## src/hdl/prps_pkg.sv

```systemverilog
// Shared constants, codes and types of the page replacement core.
package prps_pkg;

    // Build-time defaults.
    localparam int NUM_FRAMES_DEF = 16;
    localparam int PAGE_BITS_DEF  = 16;

    // Fixed field widths.
    localparam int AGE_W    = 16;
    localparam int CNT_W    = 16;
    localparam int TIME_W   = 32;
    localparam int TOTAL_W  = 32;
    localparam int POL_W    = 2;
    localparam int NFR_W    = 5;
    localparam int CFG_IDX_W = 4;
    localparam int CFG_DAT_W = 5;
    localparam int PAGE_W   = 16;
    localparam int FRAME_W  = 4;

    // Replacement policy codes.
    localparam logic [POL_W-1:0] POLICY_FIFO = 2'd0;
    localparam logic [POL_W-1:0] POLICY_LRU  = 2'd1;
    localparam logic [POL_W-1:0] POLICY_LFU  = 2'd2;

    // Configuration register indexes.
    localparam logic [CFG_IDX_W-1:0] REG_POLICY     = 4'd0;
    localparam logic [CFG_IDX_W-1:0] REG_NUM_FRAMES = 4'd1;

    // Reset values of the configuration registers.
    localparam logic [POL_W-1:0] POLICY_RST     = POLICY_FIFO;
    localparam logic [NFR_W-1:0] NUM_FRAMES_RST = 5'd4;

    // Match flags from the frame scan.
    typedef struct packed {
        logic hit;
        logic empty_found;
    } scan_flags_t;

endpackage

```

## src/hdl/prps_ram.sv

```systemverilog
// Generic simple dual-port RAM with registered read data.
module prps_ram #(
    parameter int WIDTH = 8,
    parameter int DEPTH = 16,
    localparam int AW = (DEPTH > 1) ? $clog2(DEPTH) : 1
) (
    input  logic             clk,
    input  logic             we,
    input  logic [AW-1:0]    waddr,
    input  logic [WIDTH-1:0] wdata,
    input  logic [AW-1:0]    raddr,
    output logic [WIDTH-1:0] rdata
);
    logic [WIDTH-1:0] mem [DEPTH];
    logic [WIDTH-1:0] rdata_reg;

    // Write one word and register one read each cycle.
    always_ff @(posedge clk)
    begin
        if (we)
        begin
            mem[waddr] <= wdata;
        end
        rdata_reg <= mem[raddr];
    end

    assign rdata = rdata_reg;
endmodule

```

## src/hdl/prps_scan.sv

```systemverilog
// Frame scan unit: hit search, first empty, oldest age and least used, one frame a cycle while en is high.
module prps_scan #(
    parameter int NUM_FRAMES = prps_pkg::NUM_FRAMES_DEF,
    parameter int PAGE_BITS  = prps_pkg::PAGE_BITS_DEF,
    localparam int FB = (NUM_FRAMES > 1) ? $clog2(NUM_FRAMES) : 1
) (
    input  logic                        clk,
    input  logic                        rst_n,
    input  logic                        en,
    input  logic [FB-1:0]               idx,
    input  logic                        fvalid,
    input  logic [PAGE_BITS-1:0]        tag,
    input  logic [prps_pkg::AGE_W-1:0]  age,
    input  logic [prps_pkg::CNT_W-1:0]  cnt,
    input  logic [prps_pkg::TIME_W-1:0] load,
    input  logic [PAGE_BITS-1:0]        page,
    output prps_pkg::scan_flags_t       flags,
    output logic [FB-1:0]               hit_idx,
    output logic [FB-1:0]               empty_idx,
    output logic [FB-1:0]               age_idx,
    output logic [FB-1:0]               lfu_idx
);
    import prps_pkg::*;

    logic              hit_reg, empty_reg;
    logic [FB-1:0]     hit_idx_reg, empty_idx_reg, age_idx_reg, lfu_idx_reg;
    logic [AGE_W-1:0]  age_best_reg;
    logic [CNT_W-1:0]  cnt_best_reg;
    logic [TIME_W-1:0] load_best_reg;
    logic              first, match, take_hit, take_empty, take_age, take_lfu;

    // Compare this frame against the best so far.
    always_comb
    begin
        first      = (idx == '0);
        match      = fvalid && (tag == page);
        take_hit   = match && (first || !hit_reg);
        take_empty = !fvalid && (first || !empty_reg);
        take_age   = first || (age > age_best_reg);
        take_lfu   = first || (cnt < cnt_best_reg) ||
                     ((cnt == cnt_best_reg) && (load < load_best_reg));
    end

    // Hold the flags; the first frame restarts the search.
    always_ff @(posedge clk or negedge rst_n)
    begin
        if (!rst_n)
        begin
            hit_reg   <= 1'b0;
            empty_reg <= 1'b0;
        end
        else if (en)
        begin
            hit_reg   <= first ? match   : (hit_reg | match);
            empty_reg <= first ? !fvalid : (empty_reg | !fvalid);
        end
    end

    // Track candidate indexes and best keys.
    always_ff @(posedge clk)
    begin
        if (en)
        begin
            if (take_hit)
            begin
                hit_idx_reg <= idx;
            end
            if (take_empty)
            begin
                empty_idx_reg <= idx;
            end
            if (take_age)
            begin
                age_idx_reg  <= idx;
                age_best_reg <= age;
            end
            if (take_lfu)
            begin
                lfu_idx_reg   <= idx;
                cnt_best_reg  <= cnt;
                load_best_reg <= load;
            end
        end
    end

    assign flags.hit         = hit_reg;
    assign flags.empty_found = empty_reg;
    assign hit_idx           = hit_idx_reg;
    assign empty_idx         = empty_idx_reg;
    assign age_idx           = age_idx_reg;
    assign lfu_idx           = lfu_idx_reg;
endmodule

```

## src/hdl/page_replacement_policy_sim_core.sv

```systemverilog
// Top level of the page replacement core: control sequencer and frame update.
//
// Usage: pulse start with page and first_of_run while busy is low; the request
// transfers at that edge and busy rises. Frame state (tag, age, use count, load
// time) sits in one RAM; valid bits sit in flip-flops. Each request first reads
// the frames in use one per cycle to find a hit, the lowest empty frame, the
// oldest frame and the least used frame, then picks the slot, then makes a
// second read-modify-write pass over the same frames to store the new tag and
// bump ages or counts. Both passes are bound by the single RAM read port.
// A new request is taken only after done, once busy has fallen.
// The result (hit, frame_used, evicted_valid, evicted_page, hit_total,
// fault_total) shows for exactly one cycle with done; the receiver cannot stall.
// Configuration: cfg_valid/cfg_index/cfg_data, always ready; write only while
// idle. Reset empties every frame, zeroes totals and times and sets policy fifo
// and 4 frames; first_of_run does the same for the run state, without a sweep.
module page_replacement_policy_sim_core #(
    parameter int NUM_FRAMES = prps_pkg::NUM_FRAMES_DEF,
    parameter int PAGE_BITS  = prps_pkg::PAGE_BITS_DEF
) (
    input  logic                           clk,
    input  logic                           rst_n,
    input  logic                           start,
    output logic                           busy,
    input  logic [prps_pkg::PAGE_W-1:0]    page,
    input  logic                           first_of_run,
    output logic                           done,
    output logic                           hit,
    output logic [prps_pkg::FRAME_W-1:0]   frame_used,
    output logic                           evicted_valid,
    output logic [prps_pkg::PAGE_W-1:0]    evicted_page,
    output logic [prps_pkg::TOTAL_W-1:0]   hit_total,
    output logic [prps_pkg::TOTAL_W-1:0]   fault_total,
    input  logic                           cfg_valid,
    output logic                           cfg_ready,
    input  logic [prps_pkg::CFG_IDX_W-1:0] cfg_index,
    input  logic [prps_pkg::CFG_DAT_W-1:0] cfg_data
);
    import prps_pkg::*;

    localparam int FB  = (NUM_FRAMES > 1) ? $clog2(NUM_FRAMES) : 1;
    localparam int NFW = $clog2(NUM_FRAMES + 1);
    localparam int CW  = (NFW > NFR_W) ? NFW : NFR_W;
    localparam int DW  = PAGE_BITS + AGE_W + CNT_W + TIME_W;

    typedef enum logic [4:0] {
        S_IDLE = 5'b00001,
        S_SCAN = 5'b00010,
        S_DEC  = 5'b00100,
        S_UPD  = 5'b01000,
        S_OUT  = 5'b10000
    } state_t;

    state_t state_reg, state_next;

    logic [POL_W-1:0]      policy_reg;
    logic [NFR_W-1:0]      num_frames_reg;
    logic [NUM_FRAMES-1:0] valid_reg;
    logic [FB-1:0]         ptr_reg;
    logic [TIME_W-1:0]     req_time_reg;
    logic [TOTAL_W-1:0]    hit_cnt_reg, fault_cnt_reg;
    logic [PAGE_BITS-1:0]  page_reg;
    logic [NFW-1:0]        addr_reg;
    logic                  rd_vld_reg, rd_last_reg;
    logic [FB-1:0]         rd_idx_reg;
    logic [FB-1:0]         slot_reg;
    logic                  hit_reg, ev_valid_reg;
    logic [PAGE_BITS-1:0]  ev_page_reg;

    logic                  accept, is_lru, is_lfu, issue, pass_end;
    logic [CW-1:0]         nf_wide;
    logic [NFW-1:0]        nf;
    logic [DW-1:0]         rdata, wdata;
    logic                  we;
    logic [PAGE_BITS-1:0]  d_tag;
    logic [AGE_W-1:0]      d_age, e_age, n_age;
    logic [CNT_W-1:0]      d_cnt, e_cnt, n_cnt;
    logic [TIME_W-1:0]     d_load, e_load, n_load;
    logic                  v, is_slot, nv;
    scan_flags_t           flags;
    logic [FB-1:0]         hit_idx, empty_idx, age_idx, lfu_idx;
    logic [FB-1:0]         fifo_p, slot_c;
    logic [NFW-1:0]        fifo_p1;

    assign accept    = start && !busy;
    assign busy      = (state_reg != S_IDLE);
    assign cfg_ready = 1'b1;
    assign is_lru    = (policy_reg == POLICY_LRU);
    assign is_lfu    = (policy_reg == POLICY_LFU);

    // Clamp the frame count into 1..NUM_FRAMES.
    always_comb
    begin
        if (num_frames_reg == '0)
        begin
            nf_wide = CW'(1);
        end
        else if (CW'(num_frames_reg) > CW'(NUM_FRAMES))
        begin
            nf_wide = CW'(NUM_FRAMES);
        end
        else
        begin
            nf_wide = CW'(num_frames_reg);
        end
        nf = NFW'(nf_wide);
    end

    // Configuration register writes.
    always_ff @(posedge clk or negedge rst_n)
    begin
        if (!rst_n)
        begin
            policy_reg     <= POLICY_RST;
            num_frames_reg <= NUM_FRAMES_RST;
        end
        else if (cfg_valid && cfg_ready)
        begin
            unique case (cfg_index)
                REG_POLICY:     policy_reg     <= POL_W'(cfg_data);
                REG_NUM_FRAMES: num_frames_reg <= NFR_W'(cfg_data);
                default:        ;
            endcase
        end
    end

    // Sequencer.
    always_comb
    begin
        state_next = state_reg;
        unique case (state_reg)
            S_IDLE: if (accept)   state_next = S_SCAN;
            S_SCAN: if (pass_end) state_next = S_DEC;
            S_DEC:                state_next = S_UPD;
            S_UPD:  if (pass_end) state_next = S_OUT;
            S_OUT:                state_next = S_IDLE;
            default:              state_next = S_IDLE;
        endcase
    end

    // Frame read pipeline shared by both passes.
    assign issue    = ((state_reg == S_SCAN) || (state_reg == S_UPD)) && (addr_reg < nf);
    assign pass_end = rd_vld_reg && rd_last_reg;

    always_ff @(posedge clk or negedge rst_n)
    begin
        if (!rst_n)
        begin
            state_reg  <= S_IDLE;
            addr_reg   <= '0;
            rd_vld_reg <= 1'b0;
        end
        else
        begin
            state_reg  <= state_next;
            rd_vld_reg <= issue;
            if (issue)
            begin
                addr_reg <= addr_reg + NFW'(1);
            end
            else if ((state_reg == S_IDLE) || (state_reg == S_DEC))
            begin
                addr_reg <= '0;
            end
        end
    end

    always_ff @(posedge clk)
    begin
        rd_idx_reg  <= addr_reg[FB-1:0];
        rd_last_reg <= (addr_reg == nf - NFW'(1));
    end

    prps_ram #(
        .WIDTH(DW),
        .DEPTH(NUM_FRAMES)
    ) u_frames (
        .clk  (clk),
        .we   (we),
        .waddr(rd_idx_reg),
        .wdata(wdata),
        .raddr(addr_reg[FB-1:0]),
        .rdata(rdata)
    );

    // Unpack the returned frame; an empty frame reads as zero counters.
    always_comb
    begin
        {d_tag, d_age, d_cnt, d_load} = rdata;
        v      = valid_reg[rd_idx_reg];
        e_age  = v ? d_age  : '0;
        e_cnt  = v ? d_cnt  : '0;
        e_load = v ? d_load : '0;
    end

    prps_scan #(
        .NUM_FRAMES(NUM_FRAMES),
        .PAGE_BITS (PAGE_BITS)
    ) u_scan (
        .clk      (clk),
        .rst_n    (rst_n),
        .en       (rd_vld_reg && (state_reg == S_SCAN)),
        .idx      (rd_idx_reg),
        .fvalid   (v),
        .tag      (d_tag),
        .age      (e_age),
        .cnt      (e_cnt),
        .load     (e_load),
        .page     (page_reg),
        .flags    (flags),
        .hit_idx  (hit_idx),
        .empty_idx(empty_idx),
        .age_idx  (age_idx),
        .lfu_idx  (lfu_idx)
    );

    // Pick the slot: hit frame, empty frame, policy victim or fifo pointer.
    always_comb
    begin
        fifo_p  = (NFW'(ptr_reg) >= nf) ? '0 : ptr_reg;
        fifo_p1 = NFW'(fifo_p) + NFW'(1);
        if (flags.hit)
        begin
            slot_c = hit_idx;
        end
        else if (is_lru || is_lfu)
        begin
            if (flags.empty_found)
            begin
                slot_c = empty_idx;
            end
            else
            begin
                slot_c = is_lru ? age_idx : lfu_idx;
            end
        end
        else
        begin
            slot_c = fifo_p;
        end
    end

    // Build the write-back word for the frame in the update pass.
    always_comb
    begin
        is_slot = (rd_idx_reg == slot_reg);
        nv      = v || (is_slot && !hit_reg);
        n_age   = e_age;
        n_cnt   = e_cnt;
        n_load  = e_load;
        if (is_slot && is_lru)
        begin
            n_age = '0;
        end
        if (is_slot && is_lfu)
        begin
            if (hit_reg)
            begin
                n_cnt = (e_cnt == '1) ? e_cnt : e_cnt + CNT_W'(1);
            end
            else
            begin
                n_cnt  = CNT_W'(1);
                n_load = req_time_reg;
            end
        end
        if (is_lru && nv && (n_age != '1))
        begin
            n_age = n_age + AGE_W'(1);
        end
        wdata = {((is_slot && !hit_reg) ? page_reg : d_tag), n_age, n_cnt, n_load};
        we    = rd_vld_reg && (state_reg == S_UPD);
    end

    // Run state: clear on first_of_run, count requests/hits/faults, step fifo ptr, set valid.
    always_ff @(posedge clk or negedge rst_n)
    begin
        if (!rst_n)
        begin
            valid_reg     <= '0;
            ptr_reg       <= '0;
            req_time_reg  <= '0;
            hit_cnt_reg   <= '0;
            fault_cnt_reg <= '0;
        end
        else if (accept)
        begin
            if (first_of_run)
            begin
                valid_reg     <= '0;
                ptr_reg       <= '0;
                req_time_reg  <= TIME_W'(1);
                hit_cnt_reg   <= '0;
                fault_cnt_reg <= '0;
            end
            else if (req_time_reg != '1)
            begin
                req_time_reg <= req_time_reg + TIME_W'(1);
            end
        end
        else if (state_reg == S_DEC)
        begin
            if (flags.hit)
            begin
                if (hit_cnt_reg != '1)
                begin
                    hit_cnt_reg <= hit_cnt_reg + TOTAL_W'(1);
                end
            end
            else
            begin
                if (fault_cnt_reg != '1)
                begin
                    fault_cnt_reg <= fault_cnt_reg + TOTAL_W'(1);
                end
                if (!is_lru && !is_lfu)
                begin
                    ptr_reg <= (fifo_p1 >= nf) ? '0 : FB'(fifo_p1);
                end
            end
        end
        else if ((state_reg == S_OUT) && !hit_reg)
        begin
            valid_reg[slot_reg] <= 1'b1;
        end
    end

    // Hold request and result payload.
    always_ff @(posedge clk)
    begin
        if (accept)
        begin
            page_reg <= PAGE_BITS'(page);
        end
        if (state_reg == S_DEC)
        begin
            slot_reg <= slot_c;
            hit_reg  <= flags.hit;
        end
        if (we && is_slot)
        begin
            ev_valid_reg <= !hit_reg && v;
            ev_page_reg  <= (!hit_reg && v) ? d_tag : '0;
        end
    end

    assign done          = (state_reg == S_OUT);
    assign hit           = hit_reg;
    assign frame_used    = FRAME_W'(slot_reg);
    assign evicted_valid = ev_valid_reg;
    assign evicted_page  = PAGE_W'(ev_page_reg);
    assign hit_total     = hit_cnt_reg;
    assign fault_total   = fault_cnt_reg;
endmodule

```

## config.mk

```make
export PLATFORM = sky130hd
export DESIGN_NAME = page_replacement_policy_sim_core
export DESIGN_NICKNAME = d
export VERILOG_FILES = /design/src/hdl/prps_pkg.sv /design/src/hdl/prps_ram.sv /design/src/hdl/prps_scan.sv /design/src/hdl/page_replacement_policy_sim_core.sv
export SDC_FILE = /design/constraint.sdc
export NUM_CORES = 2
export LEC_CHECK = 0
export BUFFER_PORTS_ARGS = -buffer_cell sky130_fd_sc_hd__buf_2
export CAP_MARGIN = 10
export CORE_AREA = 2 2 383 385
export CTS_CLUSTER_DIAMETER = 120
export DETAILED_ROUTE_END_ITERATION = 8
export DIE_AREA = 0 0 385 387
export HOLD_SLACK_MARGIN = 0.02
export PLACE_DENSITY = 0.63
export SYNTH_ARGS = -nofsm -noshare
export SYNTH_HDL_FRONTEND = slang
export SYNTH_HIERARCHICAL = 1
export SYNTH_SLANG_ARGS = --single-unit
```

## constraint.sdc

```tcl
create_clock -name clk -period 10.45 [get_ports clk]
set_clock_uncertainty 0.05 [all_clocks]
set_input_delay 1.5675 -clock clk [delete_from_list [all_inputs] [get_ports clk]]
set_output_delay 1.5675 -clock clk [all_outputs]
set_load 0.005 [all_outputs]
```

# Word-level counts from Yosys, hierarchy flattened
# Memories as Yosys holds them, arrays and structs flattened. A register that Yosys moved wholly into a read port is not among the register bits.
# Index checks and enable logic that the tools add are counted.
# op_classes
reduce_logical	58
magnitude_cmp	10
n_bitwise	3
muxes	53
eq_ne	24
n_addsub	8
# op_table
cell	count
$mux 32	14
$mux 16	12
$add 32x1->32 const B	3
$ne 32x32->1 const B	3
$mux 4	11
$mux 5	7
$add 16x1->16 const B	2
$eq 16x16->1	2
$lt 32x32->1	1
$pmux 5 s4	1
$logic_and 1x1->1	19
$eq 16x16->1 const B	1
$gt 16x16->1	1
$lt 16x16->1	1
$ne 16x16->1 const B	1
$or 16x16->16	1
$reduce_bool 2->1	8
$reduce_and 2->1	7
$ne 2x2->1 const B	6
$reduce_and 4->1	3
$lt 4x5->1 const B	2
$logic_or 1x1->1	9
$logic_not 4->1	2
$logic_not 1->1	7
25 further kinds	32
# word_totals
ram_bits	1280
regBits	259
wordCells	183
output_inout_bits	89
memories	1
# memory_table
name	depth	width	rd	rd_ports_with_merged_regs	wr	line_no	rtl
u_frames.mem	16	80	1	1	1	prps_ram.sv:14	logic [WIDTH-1:0] mem [DEPTH];

# Logic depth before layout (Yosys ltp)
# logic_depth
word_depth	12
ltp_mapped	19
mapped_depth_nobuf	19

# By module
# Netlist, hierarchy kept.
# modules_own_cells
mod	seq_area_each_um2	area_per_inst_um2	cells_each	n_inst
prps_ram	40038.4	49437.4	2054	1
page_replacement_policy_sim_core	4596.9	10954.3	1199	1
prps_scan	2452.4	4277.9	336	1

# Least setup slack after synthesis
# Ideal clock, no wire load.
# synth_path
path_type	register to register
start	reg state_reg[0]
end	mem u_frames/mem[0][0] (netlist name) (enable)
required_time_ns	9.784
slack_ns	2.202
path_stages_with_launch	9
arrival_time_ns	7.582
path_buffers	3
synth_period_minus_slack_ns	8.248
path_cell_list	dfstp_2 > buf_6 > or3_1 > buf_2 > or3b_2 > clkbuf_1 > nor2_1 > or3b_1 > nor3_1
# synth_via
elab_chain_cells	4
# synth_rtl
element	line_no	rtl
from (decl)	page_replacement_policy_sim_core.sv:53	state_t state_reg, state_next;
from (signal assigned)	page_replacement_policy_sim_core.sv:154	state_reg <= state_next;
$eq 5x4->1	page_replacement_policy_sim_core.sv:271	we = rd_vld_reg && (state_reg == S_UPD);
$logic_and 1x1->1	page_replacement_policy_sim_core.sv:271	
via we	page_replacement_policy_sim_core.sv:73	logic we;
$mux 1	prps_ram.sv:20	if (we)
$mux 1 (not written as such)	prps_ram.sv:22	mem[waddr] <= wdata;
to (decl)	prps_ram.sv:14	
# The timed path passes the listed nets, and every way through them passes these cells.

# Worst setup path after layout
# layout_path
start	reg rd_idx_reg[0]
end	reg u_scan.cnt_best_reg[11] (enable)
# layout_via
elab_chain_cells	7
word_cells_on_any_way	12
cone_classes	2 x order compare; 1 x eq/ne; 4 x mux; 5 x reduce/logical
# layout_rtl
element	line_no	rtl
from (decl)	page_replacement_policy_sim_core.sv:64	logic [FB-1:0] rd_idx_reg;
from (signal assigned)	page_replacement_policy_sim_core.sv:169	rd_idx_reg <= addr_reg[FB-1:0];
$bmux 1 s4	page_replacement_policy_sim_core.sv:189	v = valid_reg[rd_idx_reg];
$mux 1 (not written as such)	page_replacement_policy_sim_core.sv:189	
$mux 32	page_replacement_policy_sim_core.sv:192	e_load = v ? d_load : '0;
via e_load[9]	page_replacement_policy_sim_core.sv:77	logic [TIME_W-1:0] d_load, e_load, n_load;
$lt 32x32->1	prps_scan.sv:41	((cnt == cnt_best_reg) && (load < load_best_reg));
$logic_and 1x1->1	prps_scan.sv:41	
$logic_or 1x1->1	prps_scan.sv:40	take_lfu = first || (cnt < cnt_best_reg) ||
$reduce_and 2->1 (no source line)	n/a	
to (signal assigned)	prps_scan.sv:80	cnt_best_reg <= cnt;
to (decl)	prps_scan.sv:28	logic [CNT_W-1:0] cnt_best_reg;
# The timed path passes the listed nets, and every way through them passes these cells. The select of a mux whose other input is x is not followed.
# A chain may end at the register's enable or synchronous reset.

==> flow_summary.json <==
{
  "postSynthCellCount": 3589,
  "synthFlopType": "edfxtp_1",
  "mostFrequentLayoutCells": "edfxtp_1 (1,398), mux4_2 (324), nand2_1 (184)",
  "track_usage_pct": 20.2,
  "path_class": "reg -> reg",
  "clkSinkCount": 1619,
  "setup_viol": 0,
  "first_pass_iters": 6,
  "dp_hpwl_um": 81200,
  "clk_path_buf_depth": 3,
  "avgSynthCellArea_sq_um": 18.0,
  "fmaxAchievable_ghz": 0.169,
  "vias_per_cell": 5.81,
  "power.total_uw": 15400,
  "synth.net_count": 3706,
  "syn_to_final_growth_pct": 13.1,
  "rows": 140,
  "status": "finished clean",
  "required_ps": 10830,
  "maxCapViolations": 0,
  "grt_use_met3_pct": 4.05,
  "async_reset_ff_share_pct": 8.40,
  "swShare_pct": 24.2,
  "cp_top_family": "compound AO/OA/AOI/OAI gates",
  "min_period_ps": 5910,
  "p_leak_uw": 0.0248,
  "cp-end-kind": "flop",
  "tns_ps": 0,
  "cts_hold_buffers": 0,
  "min_period_over_period_pct": 56.6,
  "grt_overflow": 0,
  "wl_per_cell_um": 25.6,
  "final_hold_viol_count": 0,
  "port_buffers": 117,
  "power_density_mw_per_mm2": 211,
  "slowest_stage": "dfxtp_1",
  "syn_area_sq_mm": 0.0647,
  "cp_slowest_stage_delay_ps": 860,
  "yosysSeqAreaShare_pct": 72.8,
  "nets": 3898,
  "worstPathArrival_ps": 6290,
  "postCtsSetupBuffers": 0,
  "pre_cts_ws_ps": 4580,
  "switchingPower_uw": 3730,
  "clock_latency_ps": 800,
  "drv_slew": 0,
  "p_int_uw": 11700,
  "cp.buffers_inverters": 3,
  "die_h_um": 387,
  "cts_resized": 0,
  "grt_pass1_vias": 34100,
  "root_buffer": "clkbuf_16",
  "wirelength_um": 150000,
  "drt-initial-drc-count": 3209,
  "post_route_cells_drive_above_1_share_pct": 22.0,
  "initial_core_util_pct": 44.6,
  "mostFrequentLayoutCell": "edfxtp_1",
  "grt_util_met2_pct": 31.1,
  "pin_count": 119,
  "routabilityCongestion": 0.811,
  "hold_class": "reg -> reg",
  "maxSlewHeadroom_pct": 19.3,
  "rsz0062_at_grt": "false",
  "coreArea_sq_mm": 0.145,
  "grt_most_used_layer": "met2",
  "largest_reg_flops": 1280,
  "cts_buffers": 166,
  "drc_errors": 0,
  "vias": 34000,
  "seq_power_share_pct": 49.3,
  "synth-edff-count": 1398,
  "setup_slack_ps": 4540,
  "ant_nets": 0,
  "fin_util_pct": 50.5,
  "worstPathMaxFanout": 77,
  "ys_seq_elements": 1619,
  "pwr-share-comb_pct": 11.7,
  "antenna_found_initial": 3,
  "peakVddDrop_mv": 0.146,
  "worstMarginPinSlew_ps": 1210,
  "start_kind": "flop",
  "p_clk_share_pct": 39.0,
  "clkTransAtPathRegs_ps": 60,
  "cts_tree": "done",
  "die_x_um": 385,
  "yosysWarnings": 6,
  "grtUsageMet1_pct": 29.2,
  "grt_start_max_net_pins": 108,
  "h-tree-depth": 4,
  "die-area_sq_mm": 0.149,
  "synth_cell_types": 77,
  "path_cells": "mux4_2 -> nand3b_1 -> and4_1 -> inv_2 -> buf_4 -> and2_1 -> ha_1 -> a21o_1 -> nand3_1 -> a21oi_1 -> a2111oi_0 -> a21oi_1 -> o21ai_4 -> buf_4",
  "grt_pass1_wl_um": 223000
}
-- worst min-delay path, stage by stage, from the launching register on --
cell     delay [ps]
dfrtp_1         340
a21oi_1          40
nor2_1           70
-- cell usage after synthesis (3+ instances only) --
master	count	area, sq um
a21oi_1	77	385
a211oi_1	8	60.1
clkbuf_1	75	282
dfrtp_1	134	3350
nor4_2	4	50.1
mux4_2	324	7300
or3_1	31	194
a22oi_1	160	1200
buf_1	25	93.8
nand3b_1	7	52.6
xor2_1	63	552
nor2_1	159	597
and2_1	86	538
o21ai_0	57	285
ha_1	87	1090
and3_1	20	125
buf_6	15	169
edfxtp_1	1398	42000
nand2_1	185	694
xnor2_1	45	394
dfxtp_1	85	1700
nand2b_1	12	75.1
nand3_1	81	405
nor3_1	35	175
nor2b_1	14	87.6
nor4b_1	3	26.3
inv_1	89	334
buf_4	9	67.6
mux2i_1	8	80.1
or4_1	14	105
a31oi_1	11	68.8
o21a_1	7	52.6
and4_1	16	140
a21o_1	12	90.1
nand4_1	54	338
nor4_1	22	138
or2_2	3	18.8
o211ai_1	13	97.6
mux2_2	56	631
buf_2	36	180
-- layer usage --
metal  part of all wire [%]  vias up
met5                      0        -
li1                       -    14700
met1                     44    17800
met3                    7.4      226
met2                     47     1207
met4                    2.2        0
-- layout make-up --
class / instances / area (sq um)
Multi-Input combinational cell: 1721 / 16600
Tap cell: 1917 / 2400
Antenna cell: 1 / 2.50
Timing Repair Buffer: 184 / 1120
Fill cell: 11700 / 71700
Inverter: 89 / 334
Clock inverter: 75 / 912
Clock buffer: 238 / 4680
Sequential cell: 1619 / 47100
-- per-stage QoR --
step,cell area (sq um),hold slack (ps),std cells
after floorplan,64700,391,3589
after global placement,67500,422,5526
after detailed placement,67500,437,5527
after CTS,73100,452,5840
after global routing,73200,470,5844
final,73200,449,5844
-- power by group through the flow --
stage                     Clock, uW  Sequential (uW)  Combinational (uW)
after floorplan                   0             7550                1490
after global placement            0             7720                1810
after detailed placement          0             7720                1830
after CTS                      6120             7590                1840
after global routing           6380             7610                1970
final                          6010             7590                1810
-- path summary, 6_finish.rpt --
path,start,end,slack (ps),cells past startpoint
max,rd_idx_reg[0],u_scan/cnt_best_reg[11],4540,14
max in group asynchronous,rst_n,req_time_reg[2],8320,2
max reg2reg,rd_idx_reg[0],u_scan/cnt_best_reg[11],4540,14
min in group asynchronous,rst_n,fault_total[8],740,1
min reg2reg,valid_reg[2],valid_reg[2],450,2
min,valid_reg[2],valid_reg[2],450,2
-- cell families after synthesis --
| logic type | Yosys count | synth area share (%) |
|---|---|---|
| flip-flops | 1619 | 72.8 |
| AND/OR/NAND/NOR | 761 | 6.03 |
| multiplexers | 388 | 12.4 |
| AO/OA/AOI/OAI | 376 | 3.89 |
| buffers and inverters | 249 | 1.74 |
| XOR/XNOR | 108 | 1.46 |
| adder cells (fa/ha/maj) | 87 | 1.68 |
| other | 1 | 0.00580 |
No activity file was read; power rests on OpenSTA's default activity.
